### src/rtl/tli_ram.sv
// tli_ram: generic single-port-write, single-port-read memory with registered read data
// standalone, no package needed
module tli_ram #(
   parameter int DEPTH  = 2,
   parameter int WIDTH  = 8,
   parameter int ADDR_W = $clog2(DEPTH)
) (
   input  logic              clock,
   input  logic              wr_en,
   input  logic [ADDR_W-1:0] wr_addr,
   input  logic [WIDTH-1:0]  wr_data,
   input  logic              rd_en,
   input  logic [ADDR_W-1:0] rd_addr,
   output logic [WIDTH-1:0]  rd_data
);

   logic [WIDTH-1:0] store_ff [DEPTH];
   logic [WIDTH-1:0] rd_data_ff;

   always_ff @(posedge clock) begin
      if (wr_en) begin
         store_ff[wr_addr] <= wr_data;
      end
      if (rd_en) begin
         rd_data_ff <= store_ff[rd_addr];
      end
   end

   assign rd_data = rd_data_ff;

endmodule

### config.mk
export PLATFORM = sky130hd
export DESIGN_NAME = tli_ram
export DESIGN_NICKNAME = d
export VERILOG_FILES = /design/src/rtl/tli_ram.sv
export SDC_FILE = /design/constraint.sdc
export NUM_CORES = 1
export LEC_CHECK = 0
export ABC_AREA = 0
export ABC_CLOCK_PERIOD_IN_PS = 1100
export BUFFER_PORTS_ARGS = -buffer_cell sky130_fd_sc_hd__clkbuf_2
export CORE_MARGIN = 5
export CORE_UTILIZATION = 50
export DETAILED_ROUTE_END_ITERATION = 10
export PLACE_DENSITY = 0.77
export SLEW_MARGIN = 20
export SYNTH_ARGS = -nofsm -noshare
export SYNTH_HDL_FRONTEND = slang
export SYNTH_SLANG_ARGS = --single-unit
### constraint.sdc
create_clock -name clock -period 1.1 [get_ports clock]
set_input_delay 0.11 -clock clock [delete_from_list [all_inputs] [get_ports clock]]
set_output_delay 0.11 -clock clock [all_outputs]
set_load 0.05 [all_outputs]
# After elaboration in Yosys (flattened, before gate mapping)
# Memories as Yosys holds them, arrays and structs flattened. A register that Yosys moved wholly into a read port is not among the register bits.
# Index checks and enable logic that the tools add are counted.
# op_classes
n_mux	2
# op_table
cell	n
two-way mux 1 bit	2
# totals
regBits	0
ramBits	16
in_bits	13
output_inout_bits	8
memories	1
# memory_table
name	depth	width	read_ports	rd_clocked_by_memory_dff	write_ports	line_no	rtl
store_ff	2	8	1	1	1	17	logic [WIDTH-1:0] store_ff [DEPTH];

# Longest topological paths before layout
# Gate-level depths: netlist of the first run.
# logic_depth
word_depth	2
mapped_depth	2
depth_no_buf	1

# Worst setup path after synthesis of the first run
# Ideal clock, no wire load.
# synth_path
path_type	input to register
startpoint	input wr_en
endpoint	memory store_ff[0][0], enable pin
setup_time_ns	0.373
t_arrival_ns	0.530
slack_ns	0.197
stages	1
n_path_buf	0
path_cell_list	nor2b_1
# synth_between
elab_chain_cells	2
# synth_lines
element	line_no	rtl
start, declared	9	input logic wr_en,
two-way mux 1 bit	21	if (wr_en) begin
two-way mux 1 bit (implied by the code)	22	store_ff[wr_addr] <= wr_data;
end, declared	17	
# Every way passes these cells.

# Worst setup path in the final report of the first run
# layout_path
startpoint	register rd_data_ff[0] (netlist: rd_data[0]), read port of store_ff
endpoint	output rd_data[0]
# layout_lines
element	line_no	rtl
start, declared	18	logic [WIDTH-1:0] rd_data_ff;
end, declared	14	output logic [WIDTH-1:0] rd_data
# No word-level cell between the ends.

==> flow_summary_export.csv, run 1 <==
group,metric,value,unit
drt,dr_wl_met3,78,µm
finish,fin_nets,81,
drt,vias,405,
sta,setup-tns-final,0,ns
drt,finalWirelength,1130,µm
finish,layout_commonest_cell,"edfxtp_1",
drt,wl_met2,603,µm
sta,hold_viol,0,
clocking,clock-sinks,24,
floorplanning,io_pins,21,
sta,hold-worst-slack,0.140,ns
sta,final.min_clock_period,1.05,ns
placed_design,placement.cell_area,982,µm²
clocking,cts_setup_buffers,0,
synthesis,avgSynthCellArea,24.7,µm²
clocking,clk_pin_slew,0.12,ns
sta,slew_headroom,76.2,%
placed_design,gp_congestion,0.688,
placed_design,portBuffers,20,
setup_path,path_cells,"clkbuf_2",
sta,rsz0062_at_grt,"no",
setup_path,crit_path_top_delay_cell,"edfxtp_1",
setup_path,worst-path-buf-inv,1,
drt,first_iter_violations,7,
drt,top_layer,"met3",
synthesis,syn_nets,48,
synthesis,synth_xor_area_share,0,%
synthesis,synth_cell_type_count,5,
synthesis,synth_warnings,0,
grt,grt_max_degree,14,
setup_path,cp.arrival,0.94,ns
synthesis,synth-simple-area-share,1.45,%
floorplanning,placementRows,15,
clocking,cts_tree,"yes",
outcome,status,"finished, final reports clean",
synthesis,muxShareOfSynthArea,13.9,%
setup_path,cp_max_fo,1,
clocking,htreeDepth,1,
grt,grt_pass1_vias,424,
sta,clock_skew,0.00858,ns
grt,grt_pass1_wl,1900,µm
drt,drc_errors,0,
pwr,p_per_area,1540,mW/mm²
floorplanning,core_area,0.00169,mm²
synthesis,yosys.area.top_type_share,83.4,%
clocking,ctsHoldBuffers,8,
sta,setup_violations,0,
setup_path,critPathTopFamily,"flip-flops",
drt,dr.pass1.iters,3,
placed_design,post-place-ws,0.134,ns
synthesis,syn-instance-count,35,
synthesis,synth_compound_area_share,0,%
drt,post_drt_wl_per_cell,13.5,µm
setup_path,cp-end-kind,"output pin",
floorplanning,die_area,0.00266,mm²
finish,fin_util,64.4,%
floorplanning,floorplan.initialDensity,51.2,%
run,maxCapViolCount,0,
drt,route.antenna.remaining_nets,0,
floorplanning,die_h,51.6,µm
finish,antenna_cells,0,
clocking,clock_path_buffers,2,
sta,slew_violations,0,
finish,drive_gt1_share,47.8,%
synthesis,ys_seq_area_share,83.4,%
synthesis,synthTopCellsByArea,"edfxtp_1 (83%), mux2_4 (14%), buf_6 (1.3%)",
pwr,peakVddDrop,0.000869,V
clocking,cts_resized,0,
setup_path,worstSetupPathType,"register to output pin",
finish,layout_common_cells,"edfxtp_1 (24), clkbuf_2 (20), mux2_4 (8), dlygate4sd3_1 (8), clkbuf_4 (3)",
drt,viasPerCell,4.82,
setup_path,cp_data_required_time,0.99,ns
sta,fin_ws,0.0539,ns
sta,tightest_slew,0.357,ns
setup_path,start_kind,"register",
grt,track_usage,10.2,%
synthesis,synthesis.area,865,µm²
synthesis,yosys.area_share.adder,0,%
synthesis,yosys_register_bits,24,
grt,grt-ovfl-total,0,
sta,fmax,0.956,GHz
sta,min_period_over_period,95.1,%
floorplanning,die_w,51.6,µm
clocking,clockRootBuffer,"clkbuf_4",
finish,final_area,0.00109,mm²
pwr,leakagePower,0.436,nW
synthesis,synth_top_family_by_area,"multiplexers",
setup_path,cpPeakStageDelay,0.39,ns
grt,antenna_found_initial,0,
min_path,min_path_type,"input pin to register",
clocking,cts_buffers,3,
finish,synthToLayoutAreaGrowth,25.9,%
drt,wl_met1,449,µm
synthesis,synth_top_area_cell,"edfxtp_1",
clocking,clkLatencyLatePin,0.31,ns
## per-layer routing
metal / up-vias / GRT usage, %
met4: 0 / 5.24
li1: 206 / -
met5: - / 0
met2: 16 / 17.4
met1: 183 / 11.9
met3: 0 / 2.58
## area by class of cell
cell class                      instances  area [µm²]
Timing Repair Buffer                   29         188
Clock inverter                          1        3.75
Fill cell                             112         601
Multi-Input combinational cell         10         133
Clock buffer                            3        22.5
Tap cell                               17        21.3
Sequential cell                        24         721
## synth_stat cells
cell and n:
buf_6 1, and2_1 1, edfxtp_1 24, mux2_4 8, nor2b_1 1
## metrics by stage
| step | power, W | instances |
|---|---|---|
| after global routing | 0.00175 | 84 |
| after CTS | 0.00169 | 84 |
| after global placement | 0.00130 | 72 |
| final | 0.00168 | 84 |
| after floorplan | 0.00125 | 35 |
| after detailed placement | 0.00131 | 72 |
## power by group
group	leakage, nW	internal, W	switching, W	total (W)
combinational	0.192	0.0000899	0.000127	0.000216
sequential	0.228	0.00108	0.0000151	0.00109
clock	0.0154	0.000132	0.000237	0.000370
total	0.436	0.00130	0.000379	0.00168
## sequential cells by signal, indices dropped and copies added (netlist names)
| name | cells |
|---|---|
| store_ff | 16 |
| rd_data | 8 |
## worst paths after layout
kind                       start         end  slack (ns)  depth (start not counted)
setup / recovery      rd_data[0]  rd_data[0]        0.05                          1
hold / removal             rd_en  rd_data[4]        0.14                          1
setup reg to reg  store_ff[0][2]  rd_data[2]        0.18                          1
hold reg to reg   store_ff[1][3]  rd_data[3]        0.56                          1
## kinds of logic after synthesis
logic type | after synthesis
flip-flops | 24
buffers and inverters | 1
AND/OR/NAND/NOR | 2
multiplexers | 8
Power figures use the tool's default switching activity.
==> run 2: changes to the inputs <==
--- a/config.mk
+++ b/config.mk
@@ -11,6 +11,7 @@
 export CORE_MARGIN = 5
 export CORE_UTILIZATION = 50
 export DETAILED_ROUTE_END_ITERATION = 10
+export GPL_TIMING_DRIVEN = 0
 export PLACE_DENSITY = 0.77
 export SLEW_MARGIN = 20
 export SYNTH_ARGS = -nofsm -noshare
==> run 2 against run 1 <==
Effect of this change:
- non-clock buffer count decreased by 1
- critical path type unchanged
- count of clock-buffer cells in the layout unchanged
- sequential share of layout area increased by 0.076 points
==> flow_summary_export.csv, run 2 (synthesized netlist as in run 1, its figures left out) <==
group,metric,value,unit
outcome,status,"finished, final reports clean",
setup_path,reg2reg_from,"store_ff[0][6]",
setup_path,cp_max_fo,1,
drt,dr.pass1.iters,4,
clocking,htreeDepth,1,
clocking,clockRootBuffer,"clkbuf_4",
drt,route.antenna.remaining_nets,0,
min_path,hp-start,"rd_en",
setup_path,cp.arrival,0.92,ns
setup_path,cp_data_required_time,0.99,ns
drt,first_iter_violations,6,
drt,post_drt_wl_per_cell,12.4,µm
drt,finalWirelength,1030,µm
setup_path,r2r_cells,1,
grt,antenna_found_initial,0,
drt,drc_errors,0,
floorplanning,io_pins,21,
setup_path,r2r_slack,0.20,ns
grt,grt_pass1_vias,404,
min_path,hold_depth,1,
pwr,leakagePower,0.433,nW
sta,rsz0062_at_grt,"no",
grt,grt-ovfl-total,0,
placed_design,portBuffers,19,
floorplanning,die_w,51.6,µm
finish,layout_common_cells,"edfxtp_1 (24), clkbuf_2 (19), mux2_4 (8), dlygate4sd3_1 (8), clkbuf_4 (3)",
finish,drive_gt1_share,47.0,%
setup_path,worst-path-buf-inv,1,
setup_path,start_kind,"register",
drt,viasPerCell,4.84,
setup_path,worstSetupPathType,"register to output pin",
setup_path,crit_path_top_delay_cell,"edfxtp_1",
finish,antenna_cells,0,
placed_design,gp_congestion,0.605,
sta,setup_violations,0,
clocking,cts_buffers,3,
grt,grt_max_degree,14,
finish,final_area,0.00109,mm²
grt,grt_pass1_wl,1710,µm
floorplanning,core_area,0.00169,mm²
finish,stdcell_count,83,
sta,hold_viol,0,
pwr,p_per_area,1540,mW/mm²
min_path,min_path_type,"input pin to register",
sta,hold-worst-slack,0.143,ns
sta,clock_skew,0.00165,ns
clocking,clock-sinks,24,
sta,setup-tns-final,0,ns
clocking,clkLatencyLatePin,0.30,ns
setup_path,path_cells,"clkbuf_2",
grt,track_usage,9.19,%
sta,slew_headroom,54.7,%
clocking,clk_pin_slew,0.12,ns
setup_path,worstReg2RegEnd,"rd_data[6]",
finish,layout_commonest_cell,"edfxtp_1",
sta,min_period_over_period,93.8,%
setup_path,cp-end-kind,"output pin",
run,maxCapViolCount,0,
pwr,peakVddDrop,0.000902,V
finish,largest_reg_flops,16,
drt,vias,402,
sta,slew_violations,0,
finish,fill_cells,124,
clocking,clock_path_buffers,2,
finish,synthToLayoutAreaGrowth,25.8,%
finish,regMostFlops,"store_ff",
placed_design,dp.cells,71,
floorplanning,placementRows,15,
pwr,power.total,0.00167,W
sta,tightest_slew,0.678,ns
setup_path,cpPeakStageDelay,0.38,ns
floorplanning,die_area,0.00266,mm²
sta,final.min_clock_period,1.03,ns
floorplanning,die_h,51.6,µm
floorplanning,floorplan.initialDensity,51.2,%
sta,fmax,0.969,GHz
placed_design,placement.cell_area,981,µm²
min_path,min_to,"rd_data[7]",
setup_path,critPathTopFamily,"flip-flops",
clocking,cts_tree,"yes",
finish,fin_nets,80,
## run 2: metrics by stage
step,setup slack [ns],util (%)
detailed placement,-0.0512,58.1
floorplan,0.197,-
finish,0.0682,64.4
global route,0.00850,64.4
CTS,0.0486,64.4
global placement,-0.0450,58.1
## run 2: power breakdown
part	leakage (nW)	switching [W]	total, W	internal [W]
Combinational	0.189	0.000125	0.000215	0.0000898
Sequential	0.228	0.0000141	0.00109	0.00108
Clock	0.0154	0.000233	0.000365	0.000132
Total	0.433	0.000372	0.00167	0.00130
## run 2: worst max path at each step
stage	startpoint	to	slack [ns]	depth (start not counted)
3_3_place_gp	wr_en	store_ff[0][3]	-0.04	2
3_5_place_dp	wr_en	store_ff[0][4]	-0.05	2
6_report	rd_data[6]	rd_data[6]	0.07	1
5_1_grt	rd_data[6]	rd_data[6]	0.009	1
4_1_cts	rd_data[6]	rd_data[6]	0.05	1
2_1_floorplan	wr_en	store_ff[0][0]	0.20	1
## run 2: layer usage
| layer | routed length, µm | vias up | share of wire [%] | track usage (%) |
|---|---|---|---|---|
| met5 | 0 | - | 0 | 0 |
| met4 | 21 | 0 | 2.0 | 6.55 |
| met3 | 87 | 4 | 8.5 | 3.44 |
| met2 | 503 | 20 | 49 | 13.1 |
| met1 | 413 | 180 | 40 | 11.4 |
| li1 | - | 198 | - | - |
## run 2: area by class of cell
cell class,count,area [µm²],share of cell area [%]
flip-flops and latches,24,721,66.3
clock inverters,1,3.75,0.345
plain buffers,1,11.3,1.04
well taps,17,21.3,1.96
repair buffers,27,175,16.1
multi-input cells,10,133,12.2
clock buffers,3,22.5,2.07
## run 2: timing repair
item	4_1_cts	5_1_grt
hold endpoints to repair	16	0
resized for setup	0	0
setup buffers	0	0
hold buffers	8	0
