**config.mk**
```make
export PLATFORM = sky130hd
export DESIGN_NAME = tli_alu
export DESIGN_NICKNAME = d
export VERILOG_FILES = /design/src/rtl/tli_pkg.sv /design/src/rtl/tli_alu.sv
export SDC_FILE = /design/constraint.sdc
export NUM_CORES = 1
export LEC_CHECK = 0
export ABC_AREA = 1
export BUFFER_PORTS_ARGS = -buffer_cell sky130_fd_sc_hd__buf_2
export CAP_MARGIN = 20
export CORE_UTILIZATION = 25
export DETAILED_ROUTE_END_ITERATION = 10
export MAX_ROUTING_LAYER = met4
export PLACE_DENSITY = 0.55
export SYNTH_ARGS = -nofsm -noshare
export SYNTH_HDL_FRONTEND = slang
export SYNTH_SLANG_ARGS = --single-unit
```
**constraint.sdc**
```tcl
create_clock -name vclk -period 2.8
set_input_delay 0 -clock vclk [all_inputs]
set_output_delay 0 -clock vclk [all_outputs]
set_load 0.1 [all_outputs]
```
**src/rtl/tli_pkg.sv**
```systemverilog
// tli_pkg: shared types, constants and helper functions of the table linear interpolator
// no dependencies; imported by every module of the block except tli_ram
package tli_pkg;

   localparam int DATA_W      = 48;
   localparam int TABLE_DEPTH = 1024;
   localparam int NUM_COLUMNS = 9;
   localparam int FRAC_BITS   = 28;

   localparam int CMD_W    = 2;
   localparam int ROW_W    = 10;
   localparam int COL_W    = 4;
   localparam int STATUS_W = 2;
   localparam int CFG_W    = 11;

   localparam int XA_W      = $clog2(TABLE_DEPTH);
   localparam int ORD_DEPTH = NUM_COLUMNS * TABLE_DEPTH;
   localparam int YA_W      = $clog2(ORD_DEPTH);
   localparam int CNT_W     = $clog2(TABLE_DEPTH + 1);
   // wide enough for the full product of a slope magnitude and the fraction
   localparam int ALU_W     = DATA_W + 1 + FRAC_BITS;
   localparam int LAM_W     = FRAC_BITS + 1;
   localparam int IT_W      = $clog2(FRAC_BITS + 1);

   localparam logic [CMD_W-1:0] CMD_WRITE_ABSCISSA = 2'd0;
   localparam logic [CMD_W-1:0] CMD_WRITE_ORDINATE = 2'd1;
   localparam logic [CMD_W-1:0] CMD_EVALUATE       = 2'd2;

   localparam logic [STATUS_W-1:0] STATUS_INTERIOR = 2'd0;
   localparam logic [STATUS_W-1:0] STATUS_FIRST    = 2'd1;
   localparam logic [STATUS_W-1:0] STATUS_LAST     = 2'd2;

   localparam logic [CFG_W-1:0] VALID_ENTRIES_RESET = 11'd2;

   localparam logic [LAM_W-1:0]        LAM_FULL   = LAM_W'(1) << FRAC_BITS;
   localparam logic signed [ALU_W-1:0] ROUND_HALF = ALU_W'(1) << (FRAC_BITS - 1);

   typedef struct packed {
      logic [CMD_W-1:0]         command;
      logic [ROW_W-1:0]         row_index;
      logic [COL_W-1:0]         column_select;
      logic signed [DATA_W-1:0] write_value;
      logic signed [DATA_W-1:0] query_point;
   } req_type;

   typedef struct packed {
      logic signed [DATA_W-1:0] interpolated_value;
      logic [STATUS_W-1:0]      clamp_status;
   } rsp_type;

   typedef struct packed {
      logic              x_en;
      logic [XA_W-1:0]   x_addr;
      logic              y_en;
      logic [YA_W-1:0]   y_addr;
   } mem_rd_type;

   typedef struct packed {
      logic                    subtract;
      logic signed [ALU_W-1:0] a;
      logic signed [ALU_W-1:0] b;
   } alu_ctrl_type;

   typedef struct packed {
      logic signed [ALU_W-1:0] sum;
      logic                    negative;
      logic                    zero;
   } alu_res_type;

   function automatic logic [CNT_W-1:0] rows_in_use(input logic [CFG_W-1:0] ve);
      logic [31:0] v;
      v = 32'(ve);
      if (v < 32'd2) begin
         v = 32'd2;
      end else if (v > 32'(TABLE_DEPTH)) begin
         v = 32'(TABLE_DEPTH);
      end
      return CNT_W'(v);
   endfunction

   function automatic logic row_in_range(input logic [ROW_W-1:0] row);
      return 32'(row) < 32'(TABLE_DEPTH);
   endfunction

   function automatic logic col_in_range(input logic [COL_W-1:0] col);
      return 32'(col) < 32'(NUM_COLUMNS);
   endfunction

   // columns are stacked one after another in the ordinate memory
   function automatic logic [YA_W-1:0] ord_addr(input logic [COL_W-1:0] col,
                                                 input logic [XA_W-1:0] row);
      return YA_W'(32'(col) * 32'(TABLE_DEPTH) + 32'(row));
   endfunction

   function automatic logic signed [ALU_W-1:0] widen(input logic signed [DATA_W-1:0] v);
      return ALU_W'(v);
   endfunction

endpackage

```
**src/rtl/tli_alu.sv**
```systemverilog
// tli_alu: the one shared adder/subtractor used for every compare, division and
// shift-add step of an evaluation; depends on tli_pkg
module tli_alu
   import tli_pkg::*;
(
   input  alu_ctrl_type ctrl,
   output alu_res_type  res
);

   logic signed [ALU_W-1:0] b_eff;
   logic signed [ALU_W-1:0] sum;

   always_comb begin
      b_eff = ctrl.subtract ? ~ctrl.b : ctrl.b;
      sum   = ctrl.a + b_eff + ALU_W'(ctrl.subtract);
   end

   assign res.sum      = sum;
   assign res.negative = sum[ALU_W-1];
   assign res.zero     = (sum == '0);

endmodule

```
## After elaboration in Yosys (flattened, before gate mapping)

Index checks and enable logic that the tools add are counted.

| word-level totals | value |
|---|---|
| flip-flop bits (word level) | 0 |
| bits in latches | 0 |
| memory bits (writable) | 0 |
| bits in read-only memories | 0 |
| input bits | 155 |
| output and inout bits | 79 |
| word-level logic and storage cells | 5 |
| memories kept | 0 |

| operators by class | value |
|---|---|
| add/sub/neg operators | 2 |
| $mul | 0 |
| div/mod/pow operators | 0 |
| order comparisons | 0 |
| eq/ne operators | 0 |
| shift operators | 0 |
| muxes and demuxes | 1 |
| bitwise logic cells | 1 |
| reduce and logical (&&, ||, !) cells | 1 |

Operators by type and width:

| kind | count |
|---|---|
| adder 77 x 1 -> 77 bit | 1 |
| adder 77 bit | 1 |
| zero test 77 bit | 1 |
| 2-to-1 mux 77 bit | 1 |
| inverter 77 bit | 1 |

## Depth between registers and ports, before layout

Gate-level depths: netlist (run 1).

| depth | value |
|---|---|
| depth after elaboration | 5 |
| gate-level depth with buffers | 25 |
| mapped depth without buffers | 24 |

## Worst setup path before layout (run 1)

Ideal clock, no wire load.

| timing path | value |
|---|---|
| kind | input port to output port |
| start | input port ctrl[154] (netlist bit) |
| end | output port res[0] (netlist bit) |
| arrival time | 4.585 ns |
| required time | 2.800 ns |
| slack | -1.785 ns |
| stages | 22 |
| buffers on the path | 3 |
| cells stage by stage | buf_2 -> clkbuf_1 -> buf_1 -> xor2_1 -> ha_1 -> nand2_1 -> nand2_1 -> a21oi_1 -> nand2_2 -> nand2_1 -> nand2_1 -> nand2_2 -> nand2_2 -> nand3_1 -> nand2_1 -> nand2_1 -> nand2_1 -> nor2_1 -> nand3_1 -> nor2_1 -> nand3_1 -> nor2_1 |

RTL lines:

| item | line | source |
|---|---|---|
| start, declared | tli_alu.sv:6 | `input alu_ctrl_type ctrl,` |
| end, declared | tli_alu.sv:7 | `output alu_res_type res` |

==> impl_metrics.tcl, run 1 <==
set metrics [dict create \
    min_path_type "in2out" \
    setup_ws_ns -0.244 \
    grt-ovfl-total 0 \
    syn_to_final_growth_pct 94.4 \
    clock.fmax_ghz 0.329 \
    place_congestion 1.03 \
    hpwl_mm 42.7 \
    die_h_um 184 \
    start_kind "input pin" \
    finalCritPeriodShare 1.09 \
    wl_per_cell_um 17.2 \
    setup_viol 5 \
    port-buffer-count 234 \
    num_rows 66 \
    peakVddDrop_mv 0.539 \
    layout_commonest_cell "nand2_1" \
    grt_max_degree 13 \
    nClkBuffers 0 \
    syn_area_sq_um 8270 \
    synth_area_per_cell_sq_um 4.83 \
    whs_ns 0.572 \
    via_count 12900 \
    ios 234 \
    initial_core_util 0.254 \
    arrival_ns 3.04 \
    rsz0062_at_grt "true" \
    grt_pass1_wl_mm 70.1 \
    tightest_slew_ns 0.496 \
    crit_fanout 6 \
    ant_nets 0 \
    die_area_sq_um 33800 \
    powerDensity_nw_per_um2 547 \
    drv_cap 0 \
    initialDrtViolationCount 822 \
    path_class "in2out" \
    ys_seq_area_frac 0 \
    antenna_found_initial 1 \
    hold_violations 0 \
    cp.required_ns 2.80 \
    cp-end-kind "primary output" \
    grt_pass1_vias 12500 \
    fin_nets 2605 \
    netlist_instances 1713 \
    drive_gt1_frac 0.443 \
    crit_chain "buf_16, buf_4, xor2_1, ha_1, nand2_2, buf_4, nor2_4, nand2_2, nand2_2, buf_4, nand2_1, nand3_2, buf_6, xor2_4, nor2_1, nand3_1, nor2_2, nand2_1, nor2_2, nand3_4, nor2_4, buf_12" \
    track_usage 0.285 \
    fin_crit_ns 3.04 \
    layout_common_cells "nand2_1 (533), buf_4 (401), inv_1 (356)" \
    p_leak_nw 8.87 \
    drt-pass1-iter-count 5 \
    maxSlewViolCount 0 \
    coreArea_sq_um 32500 \
    synth-warning-count 0 \
    yosys.cell_types.count 36 \
    route.detailed.drc 0 \
    stdcell_count 2805 \
    dp_cells 2781 \
    violations "negative setup slack" \
    fillers 3443 \
    cp_slowest_cell "ha_1" \
    seqCellArea_sq_um 0 \
    max_slew_margin 0.671 \
    status "finished with violations" \
    cpPeakStageDelay_ns 0.37 \
    viasPerCell 4.59 \
    design.seq.count 0 \
    wl_mm 48.2 \
    syn_nets 1954 \
    die_w_um 184 \
]
## final cells by class
cell class	count	area, sq um	share of cell area
multi-input cells	1323	8530	0.530
well taps	442	553	0.0344
diodes	1	2.50	0.000156
inverters	380	1430	0.0891
repair buffers	659	5570	0.346
## what timing repair did
action,CTS,global route
gates cloned,1,1
endpoints found under the setup margin,30,26
pin swaps,60,42
buffers inserted,12,9
gates resized for setup,260,115
hold buffers,0,0
## Yosys cell counts (all sizes together)
master,instances,area (sq um)
buf,7,35.0
a21oi,85,429
clkinv,2,7.51
nor2,191,754
ha,85,1060
o211ai,2,15.0
a31oi,3,18.8
nor4,3,25.0
and3,1,6.26
clkbuf,3,11.3
or2,1,6.26
o21bai,13,97.6
xnor2,9,78.8
inv,378,1420
nand3b,25,188
nand3,86,460
o21ai,35,175
nor3,18,95.1
a21o,2,15.0
nand4,13,81.3
xor2,81,709
fa,1,20.0
a21boi,1,7.51
nand2,667,2550
and2,1,6.26
## critical path: cells and delay by family
family,cells,cell delay (ns)
and+or+nand+nor,13,1.42
buffers and inverters,6,0.90
adders and majority gates,1,0.37
xor gates and xnor gates,2,0.32
## through the flow
step / TNS, ns / utilization / setup WS [ns] / power (mW) / area [sq um]
6_report: -0.405 / 0.494 / -0.244 / 8.79 / 16100
5_1_grt: -1.55 / 0.494 / -0.379 / 9.23 / 16100
4_1_cts: -0.279 / 0.477 / -0.157 / 8.53 / 15500
3_5_place_dp: -4.86 / 0.445 / -0.707 / 8.09 / 14500
3_3_place_gp: -4.98 / 0.445 / -0.716 / 8.09 / 14500
2_1_floorplan: -0.139 / - / -0.139 / 4.50 / 8770
## metal layers
layer	up-vias	GRT usage	part of all wire
li1	6464	-	-
met1	5968	0.391	0.47
met2	386	0.452	0.45
met3	57	0.0301	0.063
met4	0	0.0547	0.023
met5	-	-	0
## report_power, final
| group | switching (mW) | total (mW) | internal, mW | leakage (nW) |
|---|---|---|---|---|
| sequential | 0 | 0 | 0 | 0 |
| combinational | 5.47 | 8.79 | 3.33 | 8.87 |
| clock | 0 | 0.0000000480 | 0.0000000480 | 0.00000634 |
## cell families after synthesis
group,after synthesis,synth area share
simple gates,1006,0.504
buf+inv,390,0.178
compound gates,141,0.0917
xor+xnor,90,0.0953
fa+ha+maj,86,0.131
## final timing paths
check / cells after the start / end / slack [ns] / startpoint
max: 22 / res[0] / -0.24 / ctrl[154]
min: 4 / res[2] / 0.57 / ctrl[77]
(Power assumes the default switching activity.)
==> inputs of run 2 (changes only) <==
--- a/config.mk
+++ b/config.mk
@@ -5,13 +5,13 @@
 export SDC_FILE = /design/constraint.sdc
 export NUM_CORES = 1
 export LEC_CHECK = 0
-export ABC_AREA = 1
 export BUFFER_PORTS_ARGS = -buffer_cell sky130_fd_sc_hd__buf_2
 export CAP_MARGIN = 20
 export CORE_UTILIZATION = 25
 export DETAILED_ROUTE_END_ITERATION = 10
 export MAX_ROUTING_LAYER = met4
-export PLACE_DENSITY = 0.55
+export PLACE_DENSITY = 0.57
 export SYNTH_ARGS = -nofsm -noshare
 export SYNTH_HDL_FRONTEND = slang
 export SYNTH_SLANG_ARGS = --single-unit
+export TNS_END_PERCENT = 100
==> constraint.sdc (replaced) <==
create_clock -name vclk -period 2.8
set_input_delay 0.28 -clock vclk [all_inputs]
set_output_delay 0.28 -clock vclk [all_outputs]
set_load 0.1 [all_outputs]
==> run 2 against run 1 <==
The run still ends with negative setup slack left. Synthesized cell count down 44%. Largest power group unchanged. Sequential share of layout area unchanged. Highest routed layer unchanged. Cell area up 6.0%. Utilization up 20 points.
==> impl_metrics.tcl, run 2 <==
set metrics [dict create \
    status "finished with violations" \
    violations "negative setup slack" \
    p_leak_nw 7.75 \
    fillers 1766 \
    synth_area_per_cell_sq_um 6.64 \
    stdcell_count 2056 \
    syn_area_sq_um 6340 \
    via_count 10700 \
    fin_crit_ns 4.60 \
    crit_fanout 5 \
    tightest_slew_ns 0.587 \
    path_class "in2out" \
    holdBufCountCts 0 \
    cp-end-kind "primary output" \
    ys_seq_area_frac 0 \
    synth_most_common_cell "a21oi_1" \
    post-synth-top-area-fraction 0.168 \
    grt-ovfl-total 0 \
    start_kind "input pin" \
    p_total_mw 11.2 \
    wl_per_cell_um 18.7 \
    layout_commonest_cell "buf_4" \
    ios 234 \
    syn_nets 1196 \
    die_w_um 161 \
    grt_pass1_vias 10900 \
    die_h_um 161 \
    layout_common_cells "buf_4 (467), buf_2 (156), buf_6 (104)" \
    p_int_mw 4.91 \
    arrival_ns 4.32 \
    ys_top_cells_by_area "ha_1 (17%), xor2_1 (14%), a21oi_1 (9.6%)" \
    initialDrtViolationCount 483 \
    place_congestion 0.955 \
    finalCritPeriodShare 1.64 \
    drt-pass1-iter-count 5 \
    yosys.cell_types.count 74 \
    antenna_cells 0 \
    multiInputGateArea_sq_um 9250 \
    die_area_sq_um 26000 \
    wl_mm 38.5 \
    p_switching_mw 6.24 \
    peakVddDrop_mv 0.751 \
    maxSlewViolCount 0 \
    initial_core_util 0.258 \
    hpwl_mm 30.1 \
    pwr-share-clk 0 \
    netlist_instances 955 \
    grt_pass1_wl_mm 56.4 \
    route.detailed.drc 0 \
    num_rows 57 \
    dp_cells 1954 \
    drv_cap 0 \
    grt_max_degree 16 \
    max_slew_margin 0.604 \
    synth_common_cells "a21oi_1 (121), xor2_1 (99), nand2_1 (95)" \
    viasPerCell 5.21 \
    setup_ws_ns -1.80 \
    yosys.area.top_type "ha_1" \
    min_path_type "in2out" \
    coreArea_sq_um 24600 \
    fin_tns_setup_ns -42.72 \
    fin_nets 1975 \
    drive_gt1_frac 0.693 \
    rsz0062_at_grt "true" \
    clock.fmax_ghz 0.217 \
    antenna_found_initial 0 \
    setup_viol 65 \
    seqCellArea_sq_um 0 \
    switching_share 0.560 \
    syn_to_final_growth_pct 169 \
    nClkBuffers 0 \
    port-buffer-count 234 \
    pwr-share-seq 0 \
    pwr-share-comb 1.000 \
    ant_nets 0 \
    hold_violations 0 \
    cp.required_ns 2.52 \
    track_usage 0.279 \
    powerDensity_nw_per_um2 654 \
    synth-warning-count 0 \
    design.seq.count 0 \
]
run 2: cell count changes after synthesis, moves of 17 or more:
cell      previous run  this run
nand3_1             80        13
clkbuf_1             3        30
o21ai_0             33        55
inv_1              366        20
nand2_1            650        95
nand4_1             13        32
nand3b_1            25         0
xnor2_1              9        38
nor2_1             178        91
a21o_1               2        25
o21ai_1              2        20
xor2_1              81        99
a21oi_1             84       121
nand2_2             17         0
run 2: cell type report:
cell class | count | share of cell area
multi-input combinational | 893 | 0.542
tap | 324 | 0.0238
timing repair buffer | 818 | 0.429
inverter | 21 | 0.00506
run 2: what timing repair did:
action                     in CTS  in global routing
cloned                          5                  0
setup endpoints to repair      69                 69
pin swaps                     103                106
gates resized for setup       269                207
buffers inserted               52                 60
run 2: worst paths after layout:
check | depth (start not counted) | endpoint | startpoint | slack, ns
max | 18 | res[0] | ctrl[154] | -1.80
min | 4 | res[2] | ctrl[77] | 1.25
run 2: per-stage QoR:
stage | setup slack, ns | area, sq um | util | hold slack, ns
3_3_place_gp | -2.28 | 14000 | 0.569 | 1.27
3_5_place_dp | -2.26 | 14000 | 0.569 | 1.25
4_1_cts | -1.80 | 15700 | 0.638 | 1.25
2_1_floorplan | -1.89 | 7960 | - | 0.960
6_report | -1.80 | 17000 | 0.693 | 1.25
5_1_grt | -1.91 | 17000 | 0.693 | 1.26
run 2: logic make-up after synthesis:
group / count (synthesis) / synth area share
simple gates: 328 / 0.256
compound gates: 335 / 0.330
xor+xnor: 137 / 0.189
buf+inv: 62 / 0.0393
mux: 7 / 0.0136
fa+ha+maj: 86 / 0.171
run 2: routing by layer:
| layer | global-route usage | up-vias | routed length, um |
|---|---|---|---|
| li1 | - | 5071 | - |
| met1 | 0.342 | 5089 | 16000 |
| met2 | 0.487 | 442 | 19000 |
| met3 | 0.0241 | 102 | 2100 |
| met4 | 0.0785 | 0 | 1400 |
| met5 | - | - | 0 |
run 2: critical path, stage by stage:
cell and delay [ns]:
buf_16 0.13, buf_12 0.14, xor2_1 0.14, ha_1 0.32, nand2_2 0.08, or3_4 0.41, nor4bb_4 0.29, o211ai_1 0.22
buf_4 0.20, a31o_4 0.23, or3_4 0.41, buf_6 0.15, a31o_2 0.21, a21oi_2 0.14, o2111ai_2 0.18, nor4_4 0.31
and4bb_4 0.29, buf_12 0.18
run 2: power by group through the flow:
stage / Sequential, mW / Combinational, mW / Clock, mW
after floorplan: 0 / 5.52 / 0
after CTS: 0 / 10.4 / 0
final: 0 / 11.2 / 0
after global placement: 0 / 9.64 / 0
after detailed placement: 0 / 9.68 / 0
after global routing: 0 / 11.5 / 0
